## src/rtl/core/bb3_pkg.sv

```systemverilog
`timescale 1ns / 1ps
// ----------------------------------------------------------------------------
// bb3_pkg: shared definitions for the 3x3 box blur
// Sizes, register indexes, cell control type and the divide-by-nine helper.
// ----------------------------------------------------------------------------
package bb3_pkg;

    localparam int MAX_COLS   = 32;
    localparam int COL_W      = $clog2(MAX_COLS + 1);
    localparam int IDX_W      = $clog2(MAX_COLS);
    localparam int LEAD_W     = COL_W + 1;

    localparam int PIX_W      = 8;
    localparam int CFG_COLS_W = 6;
    localparam int CFG_ROWS_W = 11;
    localparam int CFG_W      = 11;
    localparam int ROW_W      = 10;
    localparam int ROWS_LIMIT = 1024;

    // mean of nine taps by reciprocal multiply, exact for sums below 2296
    localparam int SUM_W      = 12;
    localparam int AVG_DIV    = 9;
    localparam int AVG_SHIFT  = 15;
    localparam int AVG_RECIP  = (2 ** AVG_SHIFT + AVG_DIV - 1) / AVG_DIV;
    localparam int PROD_W     = 2 * SUM_W;

    typedef logic [0:0] reg_index_t;
    localparam reg_index_t REG_FRAME_COLS = 1'b0;
    localparam reg_index_t REG_FRAME_ROWS = 1'b1;

    typedef struct packed {
        logic shift;
        logic load;
    } cell_ctl_t;

    function automatic logic [PIX_W-1:0] avg9(input logic [SUM_W-1:0] sum);
        logic [PROD_W-1:0] prod;
        prod = PROD_W'(sum) * PROD_W'(AVG_RECIP);
        return prod[AVG_SHIFT +: PIX_W];
    endfunction

endpackage

```

## src/rtl/core/bb3_cell.sv

```systemverilog
`timescale 1ns / 1ps
// ----------------------------------------------------------------------------
// bb3_cell: one pixel cell of a line delay
// Holds one pixel; takes either its neighbor or the row entry value.
// ----------------------------------------------------------------------------
module bb3_cell
    import bb3_pkg::*;
(
    input  logic             clk,
    input  cell_ctl_t        ctl,
    input  logic [PIX_W-1:0] din,
    input  logic [PIX_W-1:0] prev,
    output logic [PIX_W-1:0] q
);

    logic [PIX_W-1:0] pix_reg;
    logic [PIX_W-1:0] pix_next;

    always_comb
    begin
        pix_next = ctl.load ? din : prev;
    end

    always_ff @(posedge clk)
    begin
        if (ctl.shift)
        begin
            pix_reg <= pix_next;
        end
    end

    assign q = pix_reg;

endmodule

```

## src/rtl/core/bb3_line.sv

```systemverilog
`timescale 1ns / 1ps
// ----------------------------------------------------------------------------
// bb3_line: line delay of one frame row
// A chain of cells; the entry cell is picked so the delay equals the width.
// ----------------------------------------------------------------------------
module bb3_line
    import bb3_pkg::*;
(
    input  logic             clk,
    input  logic             shift,
    input  logic [COL_W-1:0] width,
    input  logic [PIX_W-1:0] din,
    output logic [PIX_W-1:0] dout
);

    logic [COL_W-1:0] entry;
    logic [PIX_W-1:0] tap [MAX_COLS];

    // data enters width cells before the end of the chain
    assign entry = COL_W'(MAX_COLS) - width;

    genvar k;
    generate
        for (k = 0; k < MAX_COLS; k++)
        begin : g_cell
            cell_ctl_t        ctl;
            logic [PIX_W-1:0] prev;

            assign ctl.shift = shift;
            assign ctl.load  = (entry[IDX_W-1:0] == IDX_W'(k));

            if (k == 0)
            begin : g_head
                assign prev = din;
            end
            else
            begin : g_body
                assign prev = tap[k-1];
            end

            bb3_cell u_cell (
                .clk  (clk),
                .ctl  (ctl),
                .din  (din),
                .prev (prev),
                .q    (tap[k])
            );
        end
    endgenerate

    assign dout = tap[MAX_COLS-1];

endmodule

```

## src/rtl/core/box_blur_3x3_stream_unit.sv

```systemverilog
`timescale 1ns / 1ps
// pixel p's mean is summed as pixel p+width+1 enters, then registered in the sum and output stages
// throughput: one pixel per clock unless stalled or flushing; the two row delays are cell chains shifting per advance
// after a frame's last pixel, no input is taken while the tail is flushed on width+1 filler pixels
// reset: asynchronous, active low; frame size returns to 10 x 10, pipeline empty
// ----------------------------------------------------------------------------
// box_blur_3x3_stream_unit: streaming 3x3 box blur
// Interior pixels get the truncated 3x3 mean, border pixels pass through.
// ----------------------------------------------------------------------------
module box_blur_3x3_stream_unit
    import bb3_pkg::*;
(
    input  logic             clk,
    input  logic             rst_n,
    input  logic             s_tvalid,
    output logic             s_tready,
    input  logic [7:0]       s_tdata,   // [7:0] pixel_in
    output logic             m_tvalid,
    input  logic             m_tready,
    output logic [7:0]       m_tdata,   // [7:0] pixel_out
    output logic             m_tlast,   // frame_last
    input  logic             cfg_we,
    input  reg_index_t       cfg_addr,
    input  logic [CFG_W-1:0] cfg_wdata
);

    logic [CFG_COLS_W-1:0] cols_reg;
    logic [CFG_ROWS_W-1:0] rows_reg;
    logic [COL_W-1:0]      w_eff;
    logic [CFG_ROWS_W-1:0] h_eff;

    logic                  flush_reg;
    logic                  flush_next;
    logic [LEAD_W-1:0]     lead_reg;
    logic [LEAD_W-1:0]     lead_next;
    logic [COL_W-1:0]      in_col_reg;
    logic [COL_W-1:0]      in_col_next;
    logic [ROW_W-1:0]      in_row_reg;
    logic [ROW_W-1:0]      in_row_next;
    logic [COL_W-1:0]      out_col_reg;
    logic [COL_W-1:0]      out_col_next;
    logic [ROW_W-1:0]      out_row_reg;
    logic [ROW_W-1:0]      out_row_next;

    logic                  accept;
    logic                  advance;
    logic                  emit;
    logic                  lead_full;
    logic                  last_in;
    logic                  last_out;
    logic                  inner;
    logic [PIX_W-1:0]      din;
    logic [PIX_W-1:0]      a_out;
    logic [PIX_W-1:0]      b_out;
    logic [SUM_W-1:0]      sum;

    logic [PIX_W-1:0]      d1_reg;
    logic [PIX_W-1:0]      d2_reg;
    logic [PIX_W-1:0]      a1_reg;
    logic [PIX_W-1:0]      a2_reg;
    logic [PIX_W-1:0]      b1_reg;
    logic [PIX_W-1:0]      b2_reg;

    logic                  s1_valid_reg;
    logic [SUM_W-1:0]      s1_sum_reg;
    logic [PIX_W-1:0]      s1_center_reg;
    logic                  s1_inner_reg;
    logic                  s1_last_reg;
    logic                  s1_take;

    logic                  o_valid_reg;
    logic [PIX_W-1:0]      o_pix_reg;
    logic                  o_last_reg;
    logic                  o_take;

    // effective frame size
    always_comb
    begin
        if (cols_reg == '0)
        begin
            w_eff = COL_W'(1);
        end
        else if (cols_reg > CFG_COLS_W'(MAX_COLS))
        begin
            w_eff = COL_W'(MAX_COLS);
        end
        else
        begin
            w_eff = COL_W'(cols_reg);
        end

        if (rows_reg == '0)
        begin
            h_eff = CFG_ROWS_W'(1);
        end
        else if (rows_reg > CFG_ROWS_W'(ROWS_LIMIT))
        begin
            h_eff = CFG_ROWS_W'(ROWS_LIMIT);
        end
        else
        begin
            h_eff = rows_reg;
        end
    end

    always_ff @(posedge clk or negedge rst_n)
    begin
        if (!rst_n)
        begin
            cols_reg <= CFG_COLS_W'(10);
            rows_reg <= CFG_ROWS_W'(10);
        end
        else if (cfg_we)
        begin
            case (cfg_addr)
                REG_FRAME_COLS: cols_reg <= cfg_wdata[CFG_COLS_W-1:0];
                REG_FRAME_ROWS: rows_reg <= cfg_wdata[CFG_ROWS_W-1:0];
                default:        ;
            endcase
        end
    end

    // handshake and advance of the window
    assign o_take   = !o_valid_reg || m_tready;
    assign s1_take  = !s1_valid_reg || o_take;
    assign s_tready = s1_take && !flush_reg;
    assign accept   = s_tvalid && s_tready;
    // during flush the window keeps moving on filler pixels
    assign advance  = accept || (flush_reg && s1_take);
    assign din      = accept ? s_tdata : '0;

    assign lead_full = (lead_reg == LEAD_W'(w_eff) + LEAD_W'(1));
    assign emit      = advance && lead_full;

    assign last_in  = (in_col_reg == w_eff - COL_W'(1))
                   && ({1'b0, in_row_reg} == h_eff - CFG_ROWS_W'(1));
    assign last_out = (out_col_reg == w_eff - COL_W'(1))
                   && ({1'b0, out_row_reg} == h_eff - CFG_ROWS_W'(1));
    assign inner    = (out_row_reg != '0)
                   && (({1'b0, out_row_reg} + CFG_ROWS_W'(1)) < h_eff)
                   && (out_col_reg != '0)
                   && ((LEAD_W'(out_col_reg) + LEAD_W'(1)) < LEAD_W'(w_eff));

    always_comb
    begin
        flush_next   = flush_reg;
        lead_next    = lead_reg;
        in_col_next  = in_col_reg;
        in_row_next  = in_row_reg;
        out_col_next = out_col_reg;
        out_row_next = out_row_reg;

        if (advance && !lead_full)
        begin
            lead_next = lead_reg + LEAD_W'(1);
        end

        if (accept)
        begin
            if (last_in)
            begin
                flush_next  = 1'b1;
                in_col_next = '0;
                in_row_next = '0;
            end
            else if (in_col_reg == w_eff - COL_W'(1))
            begin
                in_col_next = '0;
                in_row_next = in_row_reg + ROW_W'(1);
            end
            else
            begin
                in_col_next = in_col_reg + COL_W'(1);
            end
        end

        if (emit)
        begin
            if (last_out)
            begin
                flush_next   = 1'b0;
                lead_next    = '0;
                out_col_next = '0;
                out_row_next = '0;
            end
            else if (out_col_reg == w_eff - COL_W'(1))
            begin
                out_col_next = '0;
                out_row_next = out_row_reg + ROW_W'(1);
            end
            else
            begin
                out_col_next = out_col_reg + COL_W'(1);
            end
        end

        // a register write drops the frame in progress
        if (cfg_we)
        begin
            flush_next   = 1'b0;
            lead_next    = '0;
            in_col_next  = '0;
            in_row_next  = '0;
            out_col_next = '0;
            out_row_next = '0;
        end
    end

    always_ff @(posedge clk or negedge rst_n)
    begin
        if (!rst_n)
        begin
            flush_reg   <= 1'b0;
            lead_reg    <= '0;
            in_col_reg  <= '0;
            in_row_reg  <= '0;
            out_col_reg <= '0;
            out_row_reg <= '0;
        end
        else
        begin
            flush_reg   <= flush_next;
            lead_reg    <= lead_next;
            in_col_reg  <= in_col_next;
            in_row_reg  <= in_row_next;
            out_col_reg <= out_col_next;
            out_row_reg <= out_row_next;
        end
    end

    // two row delays, then three taps per row
    bb3_line u_line_a (
        .clk   (clk),
        .shift (advance),
        .width (w_eff),
        .din   (din),
        .dout  (a_out)
    );

    bb3_line u_line_b (
        .clk   (clk),
        .shift (advance),
        .width (w_eff),
        .din   (a_out),
        .dout  (b_out)
    );

    always_ff @(posedge clk)
    begin
        if (advance)
        begin
            d1_reg <= din;
            d2_reg <= d1_reg;
            a1_reg <= a_out;
            a2_reg <= a1_reg;
            b1_reg <= b_out;
            b2_reg <= b1_reg;
        end
    end

    assign sum = SUM_W'(din) + SUM_W'(d1_reg) + SUM_W'(d2_reg)
               + SUM_W'(a_out) + SUM_W'(a1_reg) + SUM_W'(a2_reg)
               + SUM_W'(b_out) + SUM_W'(b1_reg) + SUM_W'(b2_reg);

    // sum stage
    always_ff @(posedge clk or negedge rst_n)
    begin
        if (!rst_n)
        begin
            s1_valid_reg <= 1'b0;
        end
        else if (s1_take)
        begin
            s1_valid_reg <= emit;
        end
    end

    always_ff @(posedge clk)
    begin
        if (s1_take && emit)
        begin
            s1_sum_reg    <= sum;
            s1_center_reg <= a1_reg;
            s1_inner_reg  <= inner;
            s1_last_reg   <= last_out;
        end
    end

    // output register
    always_ff @(posedge clk or negedge rst_n)
    begin
        if (!rst_n)
        begin
            o_valid_reg <= 1'b0;
        end
        else if (o_take)
        begin
            o_valid_reg <= s1_valid_reg;
        end
    end

    always_ff @(posedge clk)
    begin
        if (o_take && s1_valid_reg)
        begin
            o_pix_reg  <= s1_inner_reg ? avg9(s1_sum_reg) : s1_center_reg;
            o_last_reg <= s1_last_reg;
        end
    end

    assign m_tvalid = o_valid_reg;
    assign m_tdata  = o_pix_reg;
    assign m_tlast  = o_last_reg;

`ifndef SYNTHESIS
    a_no_request_in_flush: assert property (
        @(posedge clk) disable iff (!rst_n)
        flush_reg |-> !s_tready
    ) else $error("input request taken during flush");

    a_last_only_in_flush: assert property (
        @(posedge clk) disable iff (!rst_n)
        (emit && last_out && !cfg_we) |-> flush_reg
    ) else $error("frame end emitted before last input");

    a_lead_bounded: assert property (
        @(posedge clk) disable iff (!rst_n)
        lead_reg <= LEAD_W'(w_eff) + LEAD_W'(1)
    ) else $error("lead counter beyond window delay");

    a_flush_ends: assert property (
        @(posedge clk) disable iff (!rst_n)
        (emit && last_out && !cfg_we) |=> !flush_reg && (lead_reg == '0)
    ) else $error("flush not closed after frame end");
`endif

endmodule

```

## config.mk

```make
export PLATFORM = sky130hd
export DESIGN_NAME = box_blur_3x3_stream_unit
export DESIGN_NICKNAME = d
export VERILOG_FILES = /design/src/rtl/core/bb3_pkg.sv /design/src/rtl/core/bb3_cell.sv /design/src/rtl/core/bb3_line.sv /design/src/rtl/core/box_blur_3x3_stream_unit.sv
export SDC_FILE = /design/constraint.sdc
export NUM_CORES = 1
export LEC_CHECK = 0
export ABC_CLOCK_PERIOD_IN_PS = 25800
export BUFFER_PORTS_ARGS = -buffer_cell sky130_fd_sc_hd__buf_2
export CAP_MARGIN = 25
export CORE_ASPECT_RATIO = 1.25
export CORE_UTILIZATION = 36
export DETAILED_ROUTE_END_ITERATION = 8
export HOLD_SLACK_MARGIN = 0.15
export PLACE_DENSITY_LB_ADDON = 0.08
export SETUP_SLACK_MARGIN = 0.2
export SYNTH_ARGS = -nofsm -noshare
export SYNTH_HDL_FRONTEND = slang
export SYNTH_SLANG_ARGS = --single-unit
```

## constraint.sdc

```tcl
create_clock -name clk -period 25.8 [get_ports clk]
set_clock_uncertainty 0.05 [all_clocks]
set_input_delay 0 -clock clk [delete_from_list [all_inputs] [get_ports clk]]
set_output_delay 0 -clock clk [all_outputs]
set_load 0.1 [all_outputs]
```

==> impl_metrics.yaml <==
clocking:
  clk_path_buf_depth: 3
  htreeDepth: 3
  clk-insertion-delay-late_ps: 620
  post-cts-setup-buffers: 0
  cts_tree: "done"
  clockRootBuffer: "clkbuf_16"
  clkSinkCount: 634
  clk_pin_slew_ps: 60
  cts-resized-gates: 0
  cts_buffers: 69
critical_path:
  slowest_delay_ps: 540
  r2r_start: "m_tvalid"
  required_ps: 26110
  path_delay_family: "adder cells"
  critPathMostFrequentCell: "fa_1"
  startpoint_type: "register"
  cp_max_fo: 20
  critPathSlowestCell: "fa_1"
  worstSetupPathType: "register to register"
  endpoint_kind: "register"
  path_cells: "nand3b_1 -> nand2_1 -> nor2_1 -> buf_4 -> nand2_1 -> buf_4 -> fa_1 -> fa_1 -> fa_1 -> fa_1 -> inv_1 -> ha_1 -> o21ai_0 -> a21boi_0 -> o21a_1 -> o21ai_0 -> nand2b_1 -> a21oi_1 -> xnor2_1"
  worst-path-buf-inv: 3
  timing.critical_path.from: "m_tvalid"
  critPathArrivalTime_ps: 5970
yosys:
  yosysWarnings: 0
  yosysSeqAreaShare: 0.6032
  synth.distinct_cells: 72
  synth-async-reset-ratio: 0.09306
  netlist_area_mm2: 0.03108
  syn_inst: 2412
  avgSynthCellArea_um2: 12.88
  synth_edf_count: 575
  syn_nets: 2630
  ys.flop_type: "edfxtp_1"
  yosys_register_bits: 634
detailed_routing:
  first_pass_iters: 5
  via_per_inst: 5.027
  first_iter_violations: 1191
  drt-met1-wl_mm: 30.46
  routedWlPerCell_um: 19.30
  drt-total-wl_mm: 69.61
  via_count: 18130
  met3_length_mm: 1.876
  wl_met2_mm: 35.29
  top_layer: "met4"
  antenna_left: 0
  drc: 0
sta:
  setup_tns_ps: 0
  fin_ws_ps: 20140
  fmax_ghz: 0.1767
  slew_viol_final: 0
  setup_viol: 0
  fin_crit_ps: 5660
  fin_crit_sh: 0.2194
  final_hold_viol_count: 0
  relSlewSlack: 0.3394
  tightest_slew_ps: 990.9
  grt_setup_unrepaired: "false"
cells_and_area:
  diodes: 0
  synthToLayoutAreaGrowth_pct: 12.88
  drive_gt1_frac: 0.1707
  stdcell_count: 3606
  nFillCells: 8042
  fin_nets: 2672
placement:
  dp_cells: 3427
  gp_congestion: 0.8313
  numPortBuffers: 35
  post-dp-hpwl_mm: 44.69
  place_ws_ps: 19790
hold_path:
  min_from: "s_tdata[5]"
  hp-class: "primary input to register"
floorplan:
  fp.dieW_um: 264.8
  row_count: 120
  start_util: 0.3631
  fp.dieArea_mm2: 0.08752
  die_y_um: 330.5
  core_region_area_mm2: 0.08558
  ioPinCount: 36
power_and_ir_drop:
  finalPower_uw: 3289
  p_leak_uw: 0.01372
  peakVddDrop_mv: 0.06709
  p_per_area_mw_per_mm2: 93.75
grt:
  grt_usage: 0.1622
  globalRouteOverflowTotal: 0
  antenna_found_initial: 0
  grt_pass1_vias: 18770
  grt_pass1_wl_mm: 110.8
  grt_max_degree: 81
job:
  drv_cap: 0
run_status:
  status: "complete, no violations"
==> path summary, 6_finish.rpt <==
| check | to | slack [ps] | cells after the start |
|---|---|---|---|
| worst max register to register | s1_sum_reg[10] | 20140 | 19 |
| max in group asynchronous | out_row_reg[2] | 24570 | 4 |
| worst min register to register | m_tlast | 380 | 0 |
| min in group asynchronous | cols_reg[0] | 580 | 4 |
| worst min-delay path | u_line_a.g_cell[18].u_cell.q[5] | 280 | 3 |
| worst max-delay path | s1_sum_reg[10] | 20140 | 19 |
==> power by group <==
group	switching [µW]	internal, µW	total [µW]
sequential	53.6	1280	1330
clock	420	521	941
combinational	569	447	1020
==> through the flow <==
step	area (µm²)	util	hold slack, ps
finish	35080	0.4099	277.1
global route	35080	0.4099	289.5
CTS	34850	0.4072	243.2
detailed placement	32310	0.3776	176.3
global placement	32270	0.3771	170.3
floorplan	31080	-	-345.6
==> layout by cell type (no fill, tap or decap), types with 25 or more instances in the layout <==
cell type / instances
nor2_1: 30
edfxtp_1: 575
fa_1: 84
clkbuf_16: 70
dfrtp_1: 55
nand3_1: 40
inv_1: 165
xnor2_1: 41
buf_4: 25
buf_2: 35
mux2_2: 240
o21ai_0: 314
nand2_1: 368
dlygate4sd3_1: 44
ha_1: 109
a21oi_1: 34
==> worst reg2reg max path, stage by stage (launching register included) <==
cell      delay [ps]
dfrtp_1          400
nand3b_1         200
nand2_1           90
nor2_1            90
buf_4            240
nand2_1          490
buf_4            400
fa_1             520
fa_1             520
fa_1             520
fa_1             540
inv_1             40
ha_1             320
o21ai_0          110
a21boi_0         150
o21a_1           200
o21ai_0          170
nand2b_1          80
a21oi_1          180
xnor2_1           80
==> metal layers <==
| layer | vias up | GRT usage |
|---|---|---|
| li1 | 8710 | - |
| met4 | 0 | 0.06094 |
| met1 | 9083 | 0.2066 |
| met5 | - | 0 |
| met3 | 99 | 0.02074 |
| met2 | 236 | 0.2818 |
==> cell usage after synthesis (30+ instances only) <==
master	count	area, µm²
a21oi_1	34	170.2
clkbuf_1	136	510.5
dfrtp_1	55	1376
edfxtp_1	575	17270
fa_1	84	1682
ha_1	109	1364
inv_1	165	619.3
mux2_2	240	2703
nand2_1	368	1381
nand3_1	40	200.2
nor2_1	30	112.6
o21ai_0	314	1572
xnor2_1	41	359.1
==> what timing repair did <==
item	4_1_cts	5_1_grt
endpoints found under the hold margin	249	32
endpoints found under the setup margin	0	0
hold buffers	42	2
==> layout make-up <==
type / count / area (µm²) / share of cell area
well taps: 1098 / 1374 / 0.03916
clock inverters: 40 / 279.0 / 0.007953
clock buffers: 85 / 1838 / 0.05239
multi-input cells: 1468 / 11170 / 0.3183
inverters: 165 / 619.3 / 0.01765
repair buffers: 116 / 1059 / 0.03017
flip-flops and latches: 634 / 18750 / 0.5344
==> cells by family after synthesis <==
group | count (synthesis) | share of synthesized area
AO/OA/AOI/OAI | 424 | 0.07609
XOR/XNOR | 64 | 0.01892
adder cells (fa/ha/maj) | 193 | 0.09799
buffers and inverters | 310 | 0.03772
flip-flops | 634 | 0.6032
multiplexers | 244 | 0.08825
AND/OR/NAND/NOR | 543 | 0.07778
No activity file was read; power rests on OpenSTA's default activity.
